==> src/rtl/tbm_pkg.sv <==
package tbm_pkg;

	localparam int COORD_W = 8;
	localparam int SIZE_W  = 9;
	localparam int REACH_W = 11;
	localparam int CFG_IDX_W = 2;

	localparam logic [CFG_IDX_W-1:0] REG_TORUS_WIDTH  = 2'd0;
	localparam logic [CFG_IDX_W-1:0] REG_TORUS_HEIGHT = 2'd1;

	localparam logic [SIZE_W-1:0] SIZE_RESET = 9'd16;

	// load enables for the four pipeline stages
	typedef struct packed {
		logic s1;
		logic s2;
		logic s3;
		logic s4;
	} adv_t;

	// four restoring remainder steps, most significant bit first
	function automatic logic [SIZE_W-1:0] mod_part(input logic [SIZE_W-1:0] r,
			input logic [3:0] nib, input logic [SIZE_W-1:0] n);
		logic [SIZE_W:0] t;
		logic [SIZE_W-1:0] acc;
		acc = r;
		for (int i = 3; i >= 0; i--) begin
			t = {acc, nib[i]};
			if (t >= {1'b0, n})
				t = t - {1'b0, n};
			acc = t[SIZE_W-1:0];
		end
		return acc;
	endfunction

	// forward ring distance of two already reduced coordinates
	function automatic logic [SIZE_W-1:0] ring_dist(input logic [SIZE_W-1:0] s,
			input logic [SIZE_W-1:0] e, input logic [SIZE_W-1:0] n);
		logic [SIZE_W:0] t;
		if (e >= s)
			t = {1'b0, e} - {1'b0, s};
		else
			t = {1'b0, e} + {1'b0, n} - {1'b0, s};
		return t[SIZE_W-1:0];
	endfunction

endpackage

==> src/rtl/torus_box_merge.sv <==
// Each merge passes register stages 1 to 4 in order and is shown on out_valid from stage 4; out_stall holds it.
// Throughput: one merge per cycle unless in_stall is high; four register stages, the remainder by ring size
// split as four bits in stage 1 and four in stage 2.
// in_stall rises only when all four stages hold items and the output is stalled.
// Reset (arst_n low, asynchronous) empties the pipeline and sets both ring sizes to 16.
module torus_box_merge #(
	parameter int MAX_SIDE = 256
) (
	input  logic                                clk,
	input  logic                                arst_n,

	input  logic                                cfg_valid,
	output logic                                cfg_ready,
	input  logic [tbm_pkg::CFG_IDX_W-1:0]       cfg_index,
	input  logic [tbm_pkg::SIZE_W-1:0]          cfg_data,

	input  logic                                in_valid,
	output logic                                in_stall,
	input  logic [tbm_pkg::COORD_W-1:0]         a_left,
	input  logic [tbm_pkg::COORD_W-1:0]         a_right,
	input  logic [tbm_pkg::COORD_W-1:0]         a_bottom,
	input  logic [tbm_pkg::COORD_W-1:0]         a_top,
	input  logic                                a_odd,
	input  logic                                a_cross_vert,
	input  logic                                a_cross_hori,
	input  logic [tbm_pkg::COORD_W-1:0]         b_left,
	input  logic [tbm_pkg::COORD_W-1:0]         b_right,
	input  logic [tbm_pkg::COORD_W-1:0]         b_bottom,
	input  logic [tbm_pkg::COORD_W-1:0]         b_top,
	input  logic                                b_odd,

	output logic                                out_valid,
	input  logic                                out_stall,
	output logic [tbm_pkg::COORD_W-1:0]         m_left,
	output logic [tbm_pkg::COORD_W-1:0]         m_right,
	output logic [tbm_pkg::COORD_W-1:0]         m_bottom,
	output logic [tbm_pkg::COORD_W-1:0]         m_top,
	output logic                                m_odd,
	output logic                                m_cross_vert,
	output logic                                m_cross_hori,
	output logic                                fits_half
);

	localparam int SW = tbm_pkg::SIZE_W;

	// ring sizes are stored already clamped to 1..MAX_SIDE
	function automatic logic [SW-1:0] eff_size(input logic [SW-1:0] v);
		if (v == '0)
			return SW'(1);
		else if (32'(v) > MAX_SIDE)
			return SW'(MAX_SIDE);
		else
			return v;
	endfunction

	logic [SW-1:0] width_q, height_q;

	assign cfg_ready = 1'b1;

	always_ff @(posedge clk or negedge arst_n) begin
		if (!arst_n) begin
			width_q  <= tbm_pkg::SIZE_RESET;
			height_q <= tbm_pkg::SIZE_RESET;
		end else if (cfg_valid && cfg_ready) begin
			unique case (cfg_index)
				tbm_pkg::REG_TORUS_WIDTH:  width_q  <= eff_size(cfg_data);
				tbm_pkg::REG_TORUS_HEIGHT: height_q <= eff_size(cfg_data);
				default: ;
			endcase
		end
	end

	// pipeline control: a stage loads when it is empty or the next one moves
	logic          valid_s1, valid_s2, valid_s3, valid_s4;
	logic          rdy1, rdy2, rdy3, rdy4;
	tbm_pkg::adv_t adv;

	assign rdy4 = !valid_s4 || !out_stall;
	assign rdy3 = !valid_s3 || rdy4;
	assign rdy2 = !valid_s2 || rdy3;
	assign rdy1 = !valid_s1 || rdy2;

	assign adv.s1 = rdy1;
	assign adv.s2 = rdy2;
	assign adv.s3 = rdy3;
	assign adv.s4 = rdy4;

	assign in_stall  = !rdy1;
	assign out_valid = valid_s4;

	always_ff @(posedge clk or negedge arst_n) begin
		if (!arst_n) begin
			valid_s1 <= 1'b0;
			valid_s2 <= 1'b0;
			valid_s3 <= 1'b0;
			valid_s4 <= 1'b0;
		end else begin
			if (rdy1) valid_s1 <= in_valid;
			if (rdy2) valid_s2 <= valid_s1;
			if (rdy3) valid_s3 <= valid_s2;
			if (rdy4) valid_s4 <= valid_s3;
		end
	end

	// parity and prior flags ride along with the axis stages
	logic odd_s1, odd_s2, odd_s3, odd_s4;
	logic cv_s1, cv_s2, cv_s3, cv_s4;
	logic ch_s1, ch_s2, ch_s3, ch_s4;

	always_ff @(posedge clk) begin
		if (rdy1) begin
			odd_s1 <= a_odd ^ b_odd;
			cv_s1  <= a_cross_vert;
			ch_s1  <= a_cross_hori;
		end
		if (rdy2) begin
			odd_s2 <= odd_s1;
			cv_s2  <= cv_s1;
			ch_s2  <= ch_s1;
		end
		if (rdy3) begin
			odd_s3 <= odd_s2;
			cv_s3  <= cv_s2;
			ch_s3  <= ch_s2;
		end
		if (rdy4) begin
			odd_s4 <= odd_s3;
			cv_s4  <= cv_s3;
			ch_s4  <= ch_s3;
		end
	end

	logic h_fits, h_wraps, h_zero;
	logic v_fits, v_wraps, v_zero;

	tbm_axis u_hori (
		.clk        (clk),
		.adv        (adv),
		.n          (width_q),
		.ts         (a_left),
		.te         (a_right),
		.os         (b_left),
		.oe         (b_right),
		.mstart     (m_left),
		.mstop      (m_right),
		.fits       (h_fits),
		.wraps      (h_wraps),
		.start_zero (h_zero)
	);

	tbm_axis u_vert (
		.clk        (clk),
		.adv        (adv),
		.n          (height_q),
		.ts         (a_bottom),
		.te         (a_top),
		.os         (b_bottom),
		.oe         (b_top),
		.mstart     (m_bottom),
		.mstop      (m_top),
		.fits       (v_fits),
		.wraps      (v_wraps),
		.start_zero (v_zero)
	);

	// horizontal start at zero carries no meaning for the flags
	logic unused_h_zero;
	assign unused_h_zero = h_zero;

	assign m_odd        = odd_s4;
	assign m_cross_vert = cv_s4 | h_wraps;
	assign m_cross_hori = ch_s4 | v_zero | v_wraps;
	assign fits_half    = h_fits & v_fits & (unused_h_zero | !unused_h_zero);

	// input only backs up when every stage is occupied
	a_stall_full: assert property (@(posedge clk) disable iff (!arst_n)
		in_stall |-> (valid_s1 && valid_s2 && valid_s3 && valid_s4))
		else $error("input stalled with a bubble in the pipeline");

	a_no_stall_free: assert property (@(posedge clk) disable iff (!arst_n)
		!out_stall |-> !in_stall)
		else $error("input stalled while output drains");

	a_advance: assert property (@(posedge clk) disable iff (!arst_n)
		(valid_s3 && !out_stall) |=> out_valid)
		else $error("item in stage 3 did not reach the output");

	a_point_fits: assert property (@(posedge clk) disable iff (!arst_n)
		(out_valid && m_left == m_right && m_bottom == m_top) |-> fits_half)
		else $error("zero-span box reported as too large");

endmodule

==> src/rtl/tbm_axis.sv <==
module tbm_axis (
	input  logic                          clk,
	input  tbm_pkg::adv_t                 adv,
	input  logic [tbm_pkg::SIZE_W-1:0]    n,
	input  logic [tbm_pkg::COORD_W-1:0]   ts,
	input  logic [tbm_pkg::COORD_W-1:0]   te,
	input  logic [tbm_pkg::COORD_W-1:0]   os,
	input  logic [tbm_pkg::COORD_W-1:0]   oe,
	output logic [tbm_pkg::COORD_W-1:0]   mstart,
	output logic [tbm_pkg::COORD_W-1:0]   mstop,
	output logic                          fits,
	output logic                          wraps,
	output logic                          start_zero
);

	localparam int CW = tbm_pkg::COORD_W;
	localparam int SW = tbm_pkg::SIZE_W;
	localparam int RW = tbm_pkg::REACH_W;

	// stage 1: order by start, upper half of the remainders
	logic          swap;
	logic [CW-1:0] as_c, ae_c, bs_c, be_c;
	logic [CW-1:0] as_s1, ae_s1, bs_s1, be_s1;
	logic [SW-1:0] ras_s1, rae_s1, rbs_s1, rbe_s1;

	assign swap = !(ts < os);
	assign as_c = swap ? os : ts;
	assign ae_c = swap ? oe : te;
	assign bs_c = swap ? ts : os;
	assign be_c = swap ? te : oe;

	always_ff @(posedge clk) begin
		if (adv.s1) begin
			as_s1  <= as_c;
			ae_s1  <= ae_c;
			bs_s1  <= bs_c;
			be_s1  <= be_c;
			ras_s1 <= tbm_pkg::mod_part('0, as_c[CW-1:CW-4], n);
			rae_s1 <= tbm_pkg::mod_part('0, ae_c[CW-1:CW-4], n);
			rbs_s1 <= tbm_pkg::mod_part('0, bs_c[CW-1:CW-4], n);
			rbe_s1 <= tbm_pkg::mod_part('0, be_c[CW-1:CW-4], n);
		end
	end

	// stage 2: finish remainders, classify overlap, pick the further-right end
	logic [RW-1:0] reach_a, reach_b;
	logic          be_wraps;
	logic          ovl_b, ovl_a;
	logic [CW-1:0] as_s2, ae_s2, bs_s2, be_s2;
	logic [SW-1:0] mas_s2, mae_s2, mbs_s2, mbe_s2;
	logic          ovl_s2, ovl_b_s2, rr_a_s2;

	assign be_wraps = be_s1 < bs_s1;
	assign ovl_b    = !(as_s1 > be_s1) && be_wraps;
	assign ovl_a    = !(ae_s1 < bs_s1) || (ae_s1 < as_s1);
	assign reach_a  = RW'(ae_s1)
		+ ((ae_s1 < as_s1) ? RW'(n) : RW'(0))
		+ ((be_wraps && !(as_s1 > be_s1)) ? RW'(n) : RW'(0));
	assign reach_b  = RW'(be_s1) + (be_wraps ? RW'(n) : RW'(0));

	always_ff @(posedge clk) begin
		if (adv.s2) begin
			as_s2    <= as_s1;
			ae_s2    <= ae_s1;
			bs_s2    <= bs_s1;
			be_s2    <= be_s1;
			mas_s2   <= tbm_pkg::mod_part(ras_s1, as_s1[3:0], n);
			mae_s2   <= tbm_pkg::mod_part(rae_s1, ae_s1[3:0], n);
			mbs_s2   <= tbm_pkg::mod_part(rbs_s1, bs_s1[3:0], n);
			mbe_s2   <= tbm_pkg::mod_part(rbe_s1, be_s1[3:0], n);
			ovl_s2   <= ovl_b || ovl_a;
			ovl_b_s2 <= ovl_b;
			rr_a_s2  <= reach_a > reach_b;
		end
	end

	// stage 3: pick the merged ends; the disjoint case keeps the shorter covering span
	logic [SW-1:0] d_ab, d_ba;
	logic          start_b, stop_a;
	logic [CW-1:0] ms_s3, me_s3;
	logic [SW-1:0] mms_s3, mme_s3;

	assign d_ab = tbm_pkg::ring_dist(mas_s2, mbe_s2, n);
	assign d_ba = tbm_pkg::ring_dist(mbs_s2, mae_s2, n);

	always_comb begin
		if (ovl_s2) begin
			start_b = ovl_b_s2;
			stop_a  = rr_a_s2;
		end else begin
			start_b = d_ab > d_ba;
			stop_a  = d_ab > d_ba;
		end
	end

	always_ff @(posedge clk) begin
		if (adv.s3) begin
			ms_s3  <= start_b ? bs_s2 : as_s2;
			mms_s3 <= start_b ? mbs_s2 : mas_s2;
			me_s3  <= stop_a ? ae_s2 : be_s2;
			mme_s3 <= stop_a ? mae_s2 : mbe_s2;
		end
	end

	// stage 4: span check and flags
	logic [SW-1:0] span;
	logic [CW-1:0] ms_s4, me_s4;
	logic          fits_s4, wraps_s4, zero_s4;

	assign span = tbm_pkg::ring_dist(mms_s3, mme_s3, n);

	always_ff @(posedge clk) begin
		if (adv.s4) begin
			ms_s4    <= ms_s3;
			me_s4    <= me_s3;
			fits_s4  <= span <= (n >> 1);
			wraps_s4 <= me_s3 < ms_s3;
			zero_s4  <= ms_s3 == '0;
		end
	end

	assign mstart     = ms_s4;
	assign mstop      = me_s4;
	assign fits       = fits_s4;
	assign wraps      = wraps_s4;
	assign start_zero = zero_s4;

endmodule

==> config.mk <==
export PLATFORM = sky130hd
export DESIGN_NAME = torus_box_merge
export DESIGN_NICKNAME = d
export VERILOG_FILES = /design/src/rtl/tbm_pkg.sv /design/src/rtl/torus_box_merge.sv /design/src/rtl/tbm_axis.sv
export SDC_FILE = /design/constraint.sdc
export NUM_CORES = 2
export LEC_CHECK = 0
export ABC_CLOCK_PERIOD_IN_PS = 14100
export BUFFER_PORTS_ARGS = -buffer_cell sky130_fd_sc_hd__buf_2
export CAP_MARGIN = 15
export CORE_ASPECT_RATIO = 0.5
export CORE_MARGIN = 2
export CORE_UTILIZATION = 38
export DETAILED_ROUTE_END_ITERATION = 6
export SKIP_CTS_REPAIR_TIMING = 1
export SLEW_MARGIN = 20
export SYNTH_ARGS = -nofsm -noshare
export SYNTH_HDL_FRONTEND = slang
export SYNTH_SLANG_ARGS = --single-unit
==> constraint.sdc <==
create_clock -name clk -period 14.1 [get_ports clk]
set_input_delay 2.82 -clock clk [delete_from_list [all_inputs] [get_ports clk]]
set_output_delay 2.82 -clock clk [all_outputs]
set_load 0.01 [all_outputs]
; ---- After elaboration in Yosys (flattened, before gate mapping)
; Index checks and enable logic that the tools add are counted.
[totals]
register_bits = 417
out_inout_bits = 39
[op_classes]
n_addsub = 88
magnitude_cmp = 89
n_eq_ne = 1
mux = 146
bitwise = 5
n_reduce_logical = 25
[ops]
columns = operator, n
row1 = 9-bit two-way mux, 130
row2 = 9-bit subtractor, 68
row3 = 10-bit by 9-bit >= comparator with 1-bit output, 56
row4 = 8-bit two-way mux, 12
row5 = 8-bit < comparator, 10
row6 = 1-bit by 9-bit >= comparator with 1-bit output, 8
row7 = 1-bit by 9-bit subtractor with 9-bit output, 8
row8 = 9-bit adder, 6
row9 = 9-bit >= comparator, 6
row10 = 8-bit by 11-bit adder with 11-bit output, 4
row11 = 11-bit adder, 2
row12 = 11-bit > comparator, 2
row13 = 9-bit > comparator, 2
row14 = 9-bit by 8-bit less-or-equal comparator with 1-bit output, 2
row15 = 8-bit > comparator, 2
row16 = 1-bit logical NOT, 10
row17 = 9-bit > comparator (second input constant), 1
row18 = 9-bit logical NOT, 1
row19 = 8-bit logical NOT, 1
row20 = 1-bit logical OR, 8
row21 = 1-bit two-way mux, 4
row22 = 2-bit AND reduction, 2
row23 = 1-bit bitwise OR, 3
row24 = 2-bit by 1-bit == test with 1-bit output (second input constant), 1
row25 = 4 further kinds, 5

; ---- Depth between registers and ports, before layout
[depth]
ltp_word = 14
ltp_mapped = 44
mapped_depth_nobuf = 41

; ---- Cells and area by module
; A second synthesis with hierarchy kept.
[hier_totals]
hier_cells = 6151
hier_area_um2 = 55001.5
[modules_own_cells]
columns = mod, instances, cells_per_inst, area_each_um2
row1 = tbm_axis (u_vert), 1, 3032, 27035.9
row2 = tbm_axis (u_hori), 1, 3019, 26690.6
row3 = torus_box_merge, 1, 100, 1275.0

; ---- Least setup slack after synthesis
; No wires, ideal clock.
[synth_timing]
kind = input port to flip-flop
startpoint = in b_left[4] in the netlist's numbering
endpoint = reg u_hori.rbs_s1[3], data pin
setup_time_ns = 0.261
t_arrival_ns = 10.990
t_required_ns = 13.839
slack_ns = 2.849
stages = 38
path_buffers = 3
cell_sequence = inv_1 > ha_1 > and2_1 > o21ai_0 > o21ai_0 > o41a_1 > clkbuf_1 > mux2i_1 > ha_1 > o21ai_0 > a21oi_1 > ha_1 > a21o_1 > a21oi_1 > nor2b_1 > o41ai_2 > nand2_1 > a21boi_0 > [2 not listed] > a21oi_1 > nor2b_1 > nor3_1 > o21ai_0 > a221oi_1 > clkbuf_1 > mux2i_1 > fa_1 > nand2_1 > nand2_1 > a21oi_1 > nor2_1 > a211o_1 > a221oi_1 > inv_1 > a211o_1 > buf_2 > a221o_1
[synth_between]
elab_chain_cells = 13
word_cells_on_any_way = 17
[synth_rtl]
columns = item, line
row1 = start: declaration, torus_box_merge.sv:26  ; input logic [tbm_pkg::COORD_W-1:0] b_left,
row2 = 8-bit < comparator, tbm_axis.sv:26  ; assign swap = !(ts < os);
row3 = 8-bit two-way mux *, tbm_axis.sv:29  ; assign bs_c = swap ? ts : os;
row4 = 1-bit by 9-bit subtractor with 9-bit output or 1-bit by 9-bit >= comparator with 1-bit output (tied branches), "tbm_pkg.sv:30, tbm_pkg.sv:29"
row5 = 9-bit two-way mux, tbm_pkg.sv:29  ; if (t >= {1'b0, n})
row6 = 9-bit two-way mux, tbm_axis.sv:33  ; if (adv.s1) begin
row7 = 9-bit subtractor or 10-bit by 9-bit >= comparator with 1-bit output (tied branches), "tbm_pkg.sv:30, tbm_pkg.sv:29"
row8 = 9-bit two-way mux, tbm_pkg.sv:29
row9 = 9-bit two-way mux, tbm_axis.sv:33
row10 = 9-bit subtractor or 10-bit by 9-bit >= comparator with 1-bit output (tied branches), "tbm_pkg.sv:30, tbm_pkg.sv:29"
row11 = 9-bit two-way mux, tbm_pkg.sv:29
row12 = 9-bit two-way mux, tbm_axis.sv:33
row13 = 9-bit subtractor or 10-bit by 9-bit >= comparator with 1-bit output (tied branches), "tbm_pkg.sv:30, tbm_pkg.sv:29"
row14 = 9-bit two-way mux *, tbm_pkg.sv:29
row15 = end signal: assignment, tbm_axis.sv:40  ; rbs_s1 <= tbm_pkg::mod_part('0, bs_c[CW-1:CW-4], n);
row16 = end: declaration, tbm_axis.sv:24  ; logic [SW-1:0] ras_s1, rae_s1, rbs_s1, rbe_s1;
; Every way passes the cells marked *; elsewhere a longest branch is shown, timed or not. The select of a mux whose other input is x is not followed.
; A chain may end at the register's enable or synchronous reset.

; ---- Worst setup path in the final report
[layout_timing]
startpoint = in b_bottom[1] in the netlist's numbering
endpoint = reg u_vert.rbs_s1[8], data pin
[layout_between]
elab_chain_cells = 13
word_cells_on_any_way = 17
[layout_rtl]
columns = item, line
row1 = start: declaration, torus_box_merge.sv:28  ; input logic [tbm_pkg::COORD_W-1:0] b_bottom,
row2 = 8-bit < comparator *, tbm_axis.sv:26
row3 = 8-bit two-way mux *, tbm_axis.sv:29
row4 = 1-bit by 9-bit subtractor with 9-bit output or 1-bit by 9-bit >= comparator with 1-bit output (tied branches), "tbm_pkg.sv:30, tbm_pkg.sv:29"
row5 = 9-bit two-way mux, tbm_pkg.sv:29
row6 = 9-bit two-way mux, tbm_axis.sv:33
row7 = 9-bit subtractor or 10-bit by 9-bit >= comparator with 1-bit output (tied branches), "tbm_pkg.sv:30, tbm_pkg.sv:29"
row8 = 9-bit two-way mux, tbm_pkg.sv:29
row9 = 9-bit two-way mux, tbm_axis.sv:33
row10 = 9-bit subtractor or 10-bit by 9-bit >= comparator with 1-bit output (tied branches), "tbm_pkg.sv:30, tbm_pkg.sv:29"
row11 = 9-bit two-way mux, tbm_pkg.sv:29
row12 = 9-bit two-way mux, tbm_axis.sv:33
row13 = 9-bit subtractor or 10-bit by 9-bit >= comparator with 1-bit output (tied branches), "tbm_pkg.sv:30, tbm_pkg.sv:29"
row14 = 9-bit two-way mux *, tbm_pkg.sv:29
row15 = end signal: assignment, tbm_axis.sv:40
row16 = end: declaration, tbm_axis.sv:24
; Marked as above.

==> results.md <==
* Post-Syn Area at 54,200 sq um
* WP data arrival at 12,620 ps
* Crit-path max FO at 37
* Initial antenna violation count at 7
* Slew Viols, Final at 0
* Worst flop-to-flop path endpoint: u_hori.mbe_s2[8]$_DFFE_PP_
* Layout cells sized above 1 at 10.3%
* Max cap viols at 0
* Top post-synthesis cells by area: edfxtp_1, ha_1, mux2_2
* GRT Total Usage at 21.9%
* CTS clk-pin slew, worst paths at 60 ps
* RSZ-0062 raised after global routing: no
* Fin crit period at 12,240 ps
* Yosys warnings at 0
* Synth cell count leaders: ha_1, inv_1, a21oi_1, edfxtp_1, o21ai_0
* GPL Wtd Cong at 0.919
* I/O Buffers at 121
* Post-Synthesis Cells at 6,035
* Final Hold Viols at 0
* Die footprint at 146,000 sq um
* WP data required at 14,480 ps
* Period Utilization, post-route at 86.8%
* Netlist cell types at 100
* TritonCTS clock tree: built
* Post-synth top area cell: edfxtp_1
* DRC Markers at 0
* Hold EP: cv_s2$_DFFE_PP_
* Max_slew headroom at 23.8%
* DIE WIDTH at 538 microns
* DRT Pass-1 Iters at 5
* # rows at 97
* Worst path most repeated cell: ha_1
* Height of the chip at 271 microns
* Area occupied by multi-input gates at 38,900 sq um
* Primary FF master, synth: edfxtp_1
* CP endpoint kind: register
* CP peak stage delay at 760 ps
* Fill cell count at 14,000
* Register Area at 12,400 sq um
* Reg-to-Reg Start: width_q[1]$_DFFE_PN0P_
* Post-synthesis sequential area ratio at 22.9%
* Worst Setup SP: b_bottom[1]
* Syn Nets at 7,045
* Hold Crit Class: register to register
* Post-DR vias/cell at 5.62
* H-Tree Level Count at 2
* Final Skew at 25.6 ps
* Measured slew at the worst slew-check pin at 1140 ps
* Setup WS post-layout at 1860 ps
* Num Clock Sinks at 417
* Reg-to-reg slack, setup at 2460 ps
* Wire length per cell at 20.3 microns
* Nets at 7,138
* Hold_sp: cv_s1$_DFFE_PN_
* First-pass GRT wire length at 249,000 microns
* Synth top area share at 21.9%
* Outcome: complete, no violations
* Largest net degree at the start of global routing at 83
* Via count at 45,300
* Root Driver: clkbuf_16
* Achievable frequency at 0.0817 GHz
* EDFF count, synth at 395
* CTS Buf Count at 49
* #FFs+latches synth at 417
* Initial Util at 38.5%
* Final Util at 41.7%
* IO Count at 123
* # setup viols final at 0
* Worst hold stages at 0
* Vias in the first global route at 41,800
* HPWL Detailed at 124,000 microns
* Core box area at 141,000 sq um
* Setup TNS Final at 0 ps
* Top-count cell post-synth: ha_1
* Worst Hold Slack at 419 ps
* Crit path kind: input port to register
* Final wirelength at 163,000 microns
* Dpl ws at 1450 ps
* Mapped Avg Cell Area at 8.98 sq um
* R2r worst-path depth at 32
* Crit start category: input port
* Clock network latency to the later pin of the worst-skew pair at 630 ps
* Total grt overflow at 0
* Post-DRT Antenna Nets at 0
* DRT iter0 DRCs at 4,349
* Post-synth ARST share at 5.28%
* Layout area overhead at 8.45%
* Clk buf depth at 3
* CP max stage cell: o41a_2
==> stage by stage <==
step                      cells  instance area, sq um
final                      8053                 58800
after global routing       8050                 58700
after CTS                  8050                 58700
after detailed placement   7958                 57100
after global placement     7958                 57100
after floorplan            6035                 54200
==> cell type report <==
cell class / instances / share of cell area [%]
multi-input combinational: 4844 / 66.2
timing repair buffer: 183 / 1.82
tap: 1881 / 4.01
sequential: 417 / 21.1
antenna: 3 / 0.0128
clock buffer: 56 / 2.13
inverter: 633 / 4.05
clock inverter: 36 / 0.630
==> how the worst max path moves through the flow <==
stage	endpoint	slack, ps	cells after the start
6_report	u_vert.rbs_s1[8]$_DFFE_PN_	1860	38
5_1_grt	u_vert.rbs_s1[7]$_DFFE_PN_	1020	38
4_1_cts	u_vert.rbs_s1[8]$_DFFE_PN_	2060	38
3_5_place_dp	u_vert.rbs_s1[8]$_DFFE_PN_	1450	38
3_3_place_gp	u_vert.rbs_s1[5]$_DFFE_PN_	1530	37
2_1_floorplan	u_hori.rbs_s1[3]$_DFFE_PN_	2850	38
==> cells in the final DEF, fill, tap and decap left out, types with 49 or more instances in the layout <==
cell type / Yosys / routed
o211ai_1: 50 / 50
nor2_1: 303 / 303
mux2i_1: 110 / 110
nor3_1: 61 / 61
buf_4: 1 / 62
ha_1: 796 / 794
o21bai_1: 76 / 76
xor2_1: 155 / 155
edfxtp_1: 395 / 395
a21oi_1: 422 / 420
nor2b_1: 127 / 127
o21a_1: 57 / 57
fa_1: 130 / 130
nand3_1: 219 / 218
clkbuf_16: 0 / 49
nand2_1: 342 / 340
mux2_2: 263 / 263
nand4_1: 112 / 112
a21o_1: 215 / 215
buf_2: 10 / 121
inv_1: 633 / 616
xnor2_1: 310 / 310
nand2b_1: 92 / 92
o21ai_0: 346 / 346
and2_1: 68 / 68
a311o_1: 71 / 71
==> logic make-up after synthesis <==
kind of cell    synth area share [%]
mux                             7.75
buf+inv                         5.46
xor+xnor                        7.52
other cells                  0.00692
simple gates                    14.7
fa+ha+maj                       23.2
flops                           22.9
compound gates                  18.5
==> worst max-delay path: cells and delay by family <==
family	cells	cell delay [ps]
AOI/OAI and AO/OA	16	4540
and+or+nand+nor	9	1990
adders and majority gates	6	1910
muxes	3	1040
buffers and inverters	4	300
==> per-layer routing <==
| metal | global-route usage [%] | share of wire (%) | vias to the layer above |
|---|---|---|---|
| li1 | - | - | 22300 |
| met1 | 34.6 | 51 | 21400 |
| met2 | 30.6 | 39 | 1361 |
| met3 | 3.61 | 7.8 | 174 |
| met4 | 4.33 | 1.9 | 0 |
| met5 | 0 | 0 | - |
Power is left out: the tool's default activity adds up to more than one toggle a clock period on the data nets, which glitch-free logic cannot reach.
